### src/sv/cspline_pkg.sv
// Shared types, widths and helpers for the centripetal spline segment builder.
// Used by the controller, the datapath, the top level and the port checker.
`timescale 1ns / 1ps
`default_nettype none

package cspline_pkg;

    localparam int COORD_W    = 32;
    localparam int SEG_W      = 16;               // segment counter width
    localparam int SEGNUM_W   = 16;               // segment_number field width
    localparam int COEF_W     = 40;
    localparam int PT_W       = COORD_W + 2;      // mirrored points
    localparam int DIFF_W     = PT_W + 1;
    localparam int MAG_W      = DIFF_W;
    localparam int KNOT_W     = 22;
    localparam int KSUM_W     = KNOT_W + 1;
    localparam int SUM_W      = 2 * MAG_W + 2;
    localparam int FRAC_W     = 16;
    localparam int RAD_W      = 88;
    localparam int ROOT_W     = RAD_W / 2;
    localparam int SREM_W     = ROOT_W + 4;
    localparam int MB_W       = 36;
    localparam int PROD_W     = 100;
    localparam int DEN_W      = 64;
    localparam int DREM_W     = DEN_W + 1;
    localparam int T_W        = 60;
    localparam int N_W        = T_W + 1;
    localparam int Q_W        = 61;
    localparam int M_W        = 64;
    localparam int CO_W       = 66;
    localparam int CNT_W      = 7;

    localparam int MUL_STEPS  = MB_W;
    localparam int SQRT_STEPS = ROOT_W;
    localparam int DIV_STEPS  = PROD_W;

    localparam logic [PROD_W-1:0] QUOT_CAP = PROD_W'(1) << (Q_W - 1);
    localparam logic signed [CO_W-1:0] COEF_HI =
        {{(CO_W - COEF_W + 1){1'b0}}, {(COEF_W - 1){1'b1}}};
    localparam logic signed [CO_W-1:0] COEF_LO =
        {{(CO_W - COEF_W + 1){1'b1}}, {(COEF_W - 1){1'b0}}};

    localparam logic [1:0] AXIS_FIRST  = 2'd0;
    localparam logic [1:0] AXIS_LAST   = 2'd2;
    localparam logic [1:0] POWER_FIRST = 2'd0;
    localparam logic [1:0] POWER_LAST  = 2'd3;
    localparam logic [1:0] DIFF_PREV   = 2'd0;
    localparam logic [1:0] DIFF_MID    = 2'd1;
    localparam logic [1:0] DIFF_NEXT   = 2'd2;

    typedef enum logic [3:0] {
        OP_NONE, OP_SQ, OP_ROOT1, OP_ROOT2, OP_MUL_A, OP_MUL_B, OP_MUL_D, OP_MUL_P, OP_DIV
    } op_t;

    typedef enum logic [3:0] {
        ST_IDLE, ST_LOAD, ST_SQ, ST_ROOT1, ST_ROOT2, ST_CHECK, ST_MUL_A, ST_MUL_B,
        ST_MUL_D, ST_MUL_P, ST_DIV, ST_EMIT, ST_NEXT_SEG, ST_FINISH
    } state_t;

    typedef struct packed {
        logic signed [COORD_W-1:0] coord_x;
        logic signed [COORD_W-1:0] coord_y;
        logic signed [COORD_W-1:0] coord_z;
        logic                      final_point;
    } in_item_t;

    typedef struct packed {
        logic signed [COEF_W-1:0] coefficient;
        logic [1:0]               axis;
        logic [1:0]               power;
        logic [SEGNUM_W-1:0]      segment_number;
        logic                     degenerate;
        logic                     run_end;
    } out_item_t;

    typedef struct packed {
        op_t        op;
        logic       start;
        logic [1:0] kidx;
        logic [1:0] axis;
        logic [1:0] power;
        logic       side;
        logic       accept;
        logic       load_seg;
        logic       final_seg;
        logic       mirror;
        logic       emit;
        logic       run_end;
        logic       seg_inc;
        logic       seg_clear;
        logic       shift_win;
    } cmd_t;

    typedef struct packed {
        logic unit_done;
        logic degen;
        logic out_free;
    } stat_t;

    function automatic logic [MAG_W-1:0] abs_diff(input logic signed [DIFF_W-1:0] x);
        logic signed [DIFF_W-1:0] neg;
        begin
            neg = -x;
            return (x < 0) ? MAG_W'(unsigned'(neg)) : MAG_W'(unsigned'(x));
        end
    endfunction

    function automatic logic signed [COEF_W-1:0] sat_coef(input logic signed [CO_W-1:0] x);
        begin
            if (x > COEF_HI) begin
                return COEF_W'(COEF_HI);
            end else if (x < COEF_LO) begin
                return COEF_W'(COEF_LO);
            end
            return COEF_W'(x);
        end
    endfunction

endpackage

`default_nettype wire

### src/sv/cspline_ctrl.sv
// Sequencing controller for the spline segment builder.
// Depends on cspline_pkg; drives the datapath through cmd_t and reads stat_t.
`timescale 1ns / 1ps
`default_nettype none

module cspline_ctrl (
    input  wire logic               aclk,
    input  wire logic               aresetn,
    input  wire logic               s_valid,
    input  wire logic               s_final,
    output logic                    s_ready,
    input  wire cspline_pkg::stat_t stat,
    output cspline_pkg::cmd_t       cmd
);
    import cspline_pkg::*;

    state_t     state_reg, state_next;
    logic       launched_reg, launched_next;
    logic [1:0] kidx_reg, kidx_next;
    logic [1:0] axis_reg, axis_next;
    logic [1:0] power_reg, power_next;
    logic       side_reg, side_next;
    logic       final_seg_reg, final_seg_next;
    logic       mirror_reg, mirror_next;
    logic       do_final_reg, do_final_next;
    logic       fin_reg, fin_next;
    logic [1:0] seen_reg, seen_next;

    always_ff @(posedge aclk) begin
        if (!aresetn) begin
            state_reg     <= ST_IDLE;
            launched_reg  <= 1'b0;
            kidx_reg      <= 2'd0;
            axis_reg      <= AXIS_FIRST;
            power_reg     <= POWER_FIRST;
            side_reg      <= 1'b0;
            final_seg_reg <= 1'b0;
            mirror_reg    <= 1'b0;
            do_final_reg  <= 1'b0;
            fin_reg       <= 1'b0;
            seen_reg      <= 2'd0;
        end else begin
            state_reg     <= state_next;
            launched_reg  <= launched_next;
            kidx_reg      <= kidx_next;
            axis_reg      <= axis_next;
            power_reg     <= power_next;
            side_reg      <= side_next;
            final_seg_reg <= final_seg_next;
            mirror_reg    <= mirror_next;
            do_final_reg  <= do_final_next;
            fin_reg       <= fin_next;
            seen_reg      <= seen_next;
        end
    end

    always_comb begin
        logic unit_state;
        logic go_on;
        state_next     = state_reg;
        launched_next  = launched_reg;
        kidx_next      = kidx_reg;
        axis_next      = axis_reg;
        power_next     = power_reg;
        side_next      = side_reg;
        final_seg_next = final_seg_reg;
        mirror_next    = mirror_reg;
        do_final_next  = do_final_reg;
        fin_next       = fin_reg;
        seen_next      = seen_reg;

        cmd           = '0;
        cmd.op        = OP_NONE;
        cmd.kidx      = kidx_reg;
        cmd.axis      = axis_reg;
        cmd.power     = power_reg;
        cmd.side      = side_reg;
        cmd.final_seg = final_seg_reg;
        cmd.mirror    = mirror_reg;
        s_ready       = (state_reg == ST_IDLE);

        unique case (state_reg)
            ST_SQ:    cmd.op = OP_SQ;
            ST_ROOT1: cmd.op = OP_ROOT1;
            ST_ROOT2: cmd.op = OP_ROOT2;
            ST_MUL_A: cmd.op = OP_MUL_A;
            ST_MUL_B: cmd.op = OP_MUL_B;
            ST_MUL_D: cmd.op = OP_MUL_D;
            ST_MUL_P: cmd.op = OP_MUL_P;
            ST_DIV:   cmd.op = OP_DIV;
            default:  cmd.op = OP_NONE;
        endcase

        // Every unit state launches its operation once, then waits for completion.
        unit_state = (cmd.op != OP_NONE);
        go_on      = 1'b0;
        if (unit_state) begin
            if (!launched_reg) begin
                cmd.start     = 1'b1;
                launched_next = 1'b1;
            end else if (stat.unit_done) begin
                launched_next = 1'b0;
                go_on         = 1'b1;
            end
        end

        unique case (state_reg)
            ST_IDLE: begin
                if (s_valid) begin
                    cmd.accept    = 1'b1;
                    fin_next      = s_final;
                    do_final_next = s_final && (seen_reg != 2'd0);
                    if (seen_reg >= 2'd2) begin
                        final_seg_next = 1'b0;
                        mirror_next    = (seen_reg == 2'd2);
                        state_next     = ST_LOAD;
                    end else if (s_final && (seen_reg == 2'd1)) begin
                        final_seg_next = 1'b1;
                        mirror_next    = 1'b1;
                        state_next     = ST_LOAD;
                    end else begin
                        state_next = ST_FINISH;
                    end
                end
            end
            ST_LOAD: begin
                cmd.load_seg = 1'b1;
                kidx_next    = DIFF_PREV;
                axis_next    = AXIS_FIRST;
                state_next   = ST_SQ;
            end
            ST_SQ: begin
                if (go_on) begin
                    if (axis_reg == AXIS_LAST) begin
                        axis_next  = AXIS_FIRST;
                        state_next = ST_ROOT1;
                    end else begin
                        axis_next = axis_reg + 2'd1;
                    end
                end
            end
            ST_ROOT1: begin
                if (go_on) begin
                    state_next = ST_ROOT2;
                end
            end
            ST_ROOT2: begin
                if (go_on) begin
                    if (kidx_reg == DIFF_NEXT) begin
                        axis_next  = AXIS_FIRST;
                        state_next = ST_CHECK;
                    end else begin
                        kidx_next  = kidx_reg + 2'd1;
                        state_next = ST_SQ;
                    end
                end
            end
            ST_CHECK: begin
                side_next  = 1'b0;
                power_next = POWER_FIRST;
                state_next = stat.degen ? ST_EMIT : ST_MUL_A;
            end
            ST_MUL_A: if (go_on) state_next = ST_MUL_B;
            ST_MUL_B: if (go_on) state_next = ST_MUL_D;
            ST_MUL_D: if (go_on) state_next = ST_MUL_P;
            ST_MUL_P: if (go_on) state_next = ST_DIV;
            ST_DIV: begin
                if (go_on) begin
                    if (!side_reg) begin
                        side_next  = 1'b1;
                        state_next = ST_MUL_A;
                    end else begin
                        power_next = POWER_FIRST;
                        state_next = ST_EMIT;
                    end
                end
            end
            ST_EMIT: begin
                if (stat.out_free) begin
                    cmd.emit    = 1'b1;
                    cmd.run_end = (axis_reg == AXIS_LAST) && (power_reg == POWER_LAST)
                                  && (final_seg_reg || !do_final_reg);
                    if (power_reg == POWER_LAST) begin
                        power_next = POWER_FIRST;
                        side_next  = 1'b0;
                        if (axis_reg == AXIS_LAST) begin
                            state_next = ST_NEXT_SEG;
                        end else begin
                            axis_next  = axis_reg + 2'd1;
                            state_next = stat.degen ? ST_EMIT : ST_MUL_A;
                        end
                    end else begin
                        power_next = power_reg + 2'd1;
                    end
                end
            end
            ST_NEXT_SEG: begin
                cmd.seg_inc = 1'b1;
                if (!final_seg_reg && do_final_reg) begin
                    final_seg_next = 1'b1;
                    mirror_next    = (seen_reg == 2'd1);
                    state_next     = ST_LOAD;
                end else begin
                    state_next = ST_FINISH;
                end
            end
            ST_FINISH: begin
                cmd.shift_win = 1'b1;
                cmd.seg_clear = fin_reg;
                if (fin_reg) begin
                    seen_next = 2'd0;
                end else if (seen_reg != 2'd3) begin
                    seen_next = seen_reg + 2'd1;
                end
                state_next = ST_IDLE;
            end
            default: state_next = ST_IDLE;
        endcase
    end

endmodule

`default_nettype wire

### config.mk
export PLATFORM = sky130hd
export DESIGN_NAME = cspline_ctrl
export DESIGN_NICKNAME = d
export VERILOG_FILES = /design/src/sv/cspline_pkg.sv /design/src/sv/cspline_ctrl.sv
export SDC_FILE = /design/constraint.sdc
export NUM_CORES = 1
export LEC_CHECK = 0
export ABC_AREA = 1
export BUFFER_PORTS_ARGS = -buffer_cell sky130_fd_sc_hd__buf_2
export CAP_MARGIN = 20
export CORE_UTILIZATION = 57
export CTS_BUF_LIST = sky130_fd_sc_hd__clkbuf_4
export CTS_CLUSTER_SIZE = 40
export DETAILED_ROUTE_END_ITERATION = 10
export PLACE_DENSITY = 0.8
export SLEW_MARGIN = 10
export SYNTH_ARGS = -nofsm -noshare
export SYNTH_HDL_FRONTEND = slang
export SYNTH_SLANG_ARGS = --single-unit
### constraint.sdc
create_clock -name aclk -period 2.5 [get_ports aclk]
set_input_delay 0.125 -clock aclk [delete_from_list [all_inputs] [get_ports aclk]]
set_output_delay 0.125 -clock aclk [all_outputs]
set_load 0.02 [all_outputs]
==> flow_summary_export.csv <==
group,metric,value,unit
run_status,status,"finished clean",
routing,drtIter0Drc,72,
routing,postRouteAntennaNets,0,
grt,grt_max_degree,14,
die,ioPinCount,29,
die,start_util,61.3,%
timing,finalClockSkew,1.56,ps
setup_path,slowest_delay,360,ps
timing,setup_viol,0,
routing,drcViolationCount,0,
setup_path,crit_fanout,4,
timing,finalHoldViolCount,0,
cells_and_area,n_antenna_cell,0,
clock_tree,cts-root-buf,"clkbuf_4",
logic_synthesis,synthDistinctLibCells,25,
grt,first_global_vias,1353,
logic_synthesis,async_flop_share,0,%
routing,wl,3.55,mm
timing,rsz0062_at_grt,"no",
logic_synthesis,yosysTopAreaCellShare,28.5,%
die,core.rowCount,18,
setup_path,cp-start-kind,"flop",
logic_synthesis,synth_seq_cells,22,
setup_path,required,2720,ps
clock_tree,cts_setup_buffers,0,
setup_path,crit_slowest_cell,"dfxtp_1",
clock_tree,h-tree-depth,1,
clock_tree,cts.clk_slew.worst_paths,130,ps
timing,slew_violations,0,
grt,grt_overflow,0,
power,p_leak,0.911,nW
clock_tree,clk_latency,310,ps
grt,grt_pass1_wl,5.71,mm
die,die_area,2920,µm²
placement,place.port_buffers,28,
hold_path,hp-start,"s_final",
timing,totalNegativeSetupSlack,0,ps
routing,num_vias,1587,
cells_and_area,nNetsFinal,293,
hold_path,holdCritPathClass,"input pin to flop",
hold_path,hold_depth,3,
routing,wl_per_cell,11.7,µm
logic_synthesis,synth_nets,264,
logic_synthesis,synth_most_common_cell,"nand2_1",
placement,dp_hpwl,2.74,mm
grt,track_usage,26.6,%
timing,min_period_over_period,89.7,%
logic_synthesis,synthSimpleGateAreaFrac,36.6,%
logic_synthesis,synth_top_area_cell,"dfxtp_1",
clock_tree,clockBufferDepth,2,
logic_synthesis,synthMuxAreaShare,0,%
clock_tree,cts_made_buffers,3,
placement,post-place-ws,301,ps
clock_tree,cts.sinks,22,
logic_synthesis,synth_cells,245,
placement,place.gp.congestion,0.999,
logic_synthesis,synth_edf_count,0,
die,die_x,54.1,µm
clock_tree,cts_resized,0,
routing,post_drt_via_cell_ratio,5.24,
setup_path,end_kind,"flop",
die,die_y,54.1,µm
logic_synthesis,synth_compound_gate_area_share,13.3,%
logic_synthesis,synth_fa_ha_area_share,9.72,%
setup_path,path_cells,"inv_1 -> ha_1 -> inv_1 -> nand3_1 -> nand2_1 -> nor2_1 -> nand2_2 -> nand2_1 -> nand2_1 -> nor2_1 -> inv_1 -> ha_1 -> nand3b_1 -> nand3_1 -> nand2_1",
logic_synthesis,synth_area,1550,µm²
clock_tree,cts_tree,"done",
timing,clock.fmax,446,MHz
logic_synthesis,yosys-top-cells-count,"62 x nand2_1, 39 x inv_1, 29 x nor2_1",
flow_run,max_cap_violations,0,
setup_path,r2r_setup_slack,260,ps
logic_synthesis,synth_top_family_by_area,"simple AND/OR/NAND/NOR gates",
clock_tree,hold_buffers,0,
setup_path,rr_startpoint,"axis_reg[0]",
setup_path,crit_path_start,"axis_reg[0]",
setup_path,reg2reg_depth,15,
routing,first_pass_iters,4,
setup_path,timing.rr.end,"cmd[18]",
timing,setup_ws,257,ps
logic_synthesis,synthTopCellsByArea,"dfxtp_1 29%, nand2_1 15%, ha_1 9.7%",
logic_synthesis,seq_area_frac_synth,28.5,%
grt,antenna_found_initial,0,
cells_and_area,drive_gt1_share,16.1,%
logic_synthesis,synthXorXnorAreaFrac,0,%
setup_path,worstSetupPathType,"flop to flop",
timing,post-route-min-period,2240,ps
timing,relSlewSlack,69.0,%
cells_and_area,syn2layout_area_growth,11.9,%
power,cellPowerDensity,1240,nW/µm²
power,report.power.total,2.14,mW
die,core_region_area,2520,µm²
setup_path,path_common_cell,"nand2_1",
cells_and_area,num-fill-cells,241,
logic_synthesis,synth_area_per_cell,6.31,µm²
cells_and_area,utilization,68.6,%
logic_synthesis,synth_warnings,0,
hold_path,min_to,"fin_reg",
timing,worst_pin_slew,465,ps
power,vdd_drop_max,882,µV
logic_synthesis,synth_flop_cell,"dfxtp_1",
setup_path,crit_arrival,2460,ps
[critical path: cells and delay by family (launching register included)]
| family | cells | cell delay, ps |
|---|---|---|
| adders and majority gates | 2 | 410 |
| DFF | 1 | 360 |
| and+or+nand+nor | 10 | 1130 |
| buffers and inverters | 3 | 260 |
[per-stage QoR]
| step | instances | hold WS (ps) | area, µm² |
|---|---|---|---|
| CTS | 303 | 95.5 | 1730 |
| global placement | 299 | 434 | 1700 |
| floorplan | 245 | 257 | 1550 |
| detailed placement | 299 | 434 | 1700 |
| finish | 303 | 95.4 | 1730 |
| global route | 303 | 105 | 1730 |
[layout by cell type, fill, tap and decap left out, drive strengths merged]
cell type / Yosys / final
nand4: 3 / 3
o21ai: 12 / 12
a22o: 1 / 1
or2: 1 / 1
nand3: 21 / 21
o211a: 2 / 2
buf: 3 / 29
clkbuf: 2 / 3
dfxtp: 22 / 22
nand3b: 4 / 4
clkinv: 0 / 1
a21oi: 12 / 12
nand2: 65 / 65
o21bai: 1 / 1
nor3: 4 / 4
ha: 12 / 12
inv: 41 / 41
o22ai: 1 / 1
nor2: 33 / 33
o2bb2ai: 1 / 1
a211oi: 4 / 4
[per-layer routing]
layer / track usage (%) / routed length [µm]
met4: 6.84 / 35
met1: 35.8 / 1700
met2: 43.8 / 1620
met3: 4.24 / 196
met5: 0 / 0
[power by group]
group	switching (mW)	leakage [nW]	internal, mW
registers	0.0911	0.180	0.463
clock network	0.113	0.0154	0.0584
logic	0.958	0.715	0.456
[how the worst max path moves through the flow]
stage	end	slack, ps	cells past startpoint
floorplan	cmd[17]	390	16
global placement	cmd[17]	340	15
detailed placement	cmd[18]	300	15
CTS	cmd[18]	260	15
global route	cmd[17]	20	15
finish	cmd[18]	260	15
[cell type report]
type / instances / area, µm² / share of cell area, %
Inverter: 41 / 154 / 8.90
Tap cell: 30 / 37.5 / 2.17
Multi-Input combinational cell: 177 / 923 / 53.4
Sequential cell: 22 / 440 / 25.5
Timing Repair Buffer: 29 / 148 / 8.54
Clock inverter: 1 / 3.75 / 0.217
Clock buffer: 3 / 22.5 / 1.30
[logic make-up after synthesis]
| logic type | after synthesis |
|---|---|
| simple gates | 131 |
| buf+inv | 46 |
| compound gates | 34 |
| flops | 22 |
| fa+ha+maj | 12 |
(Power assumes the default switching activity.)
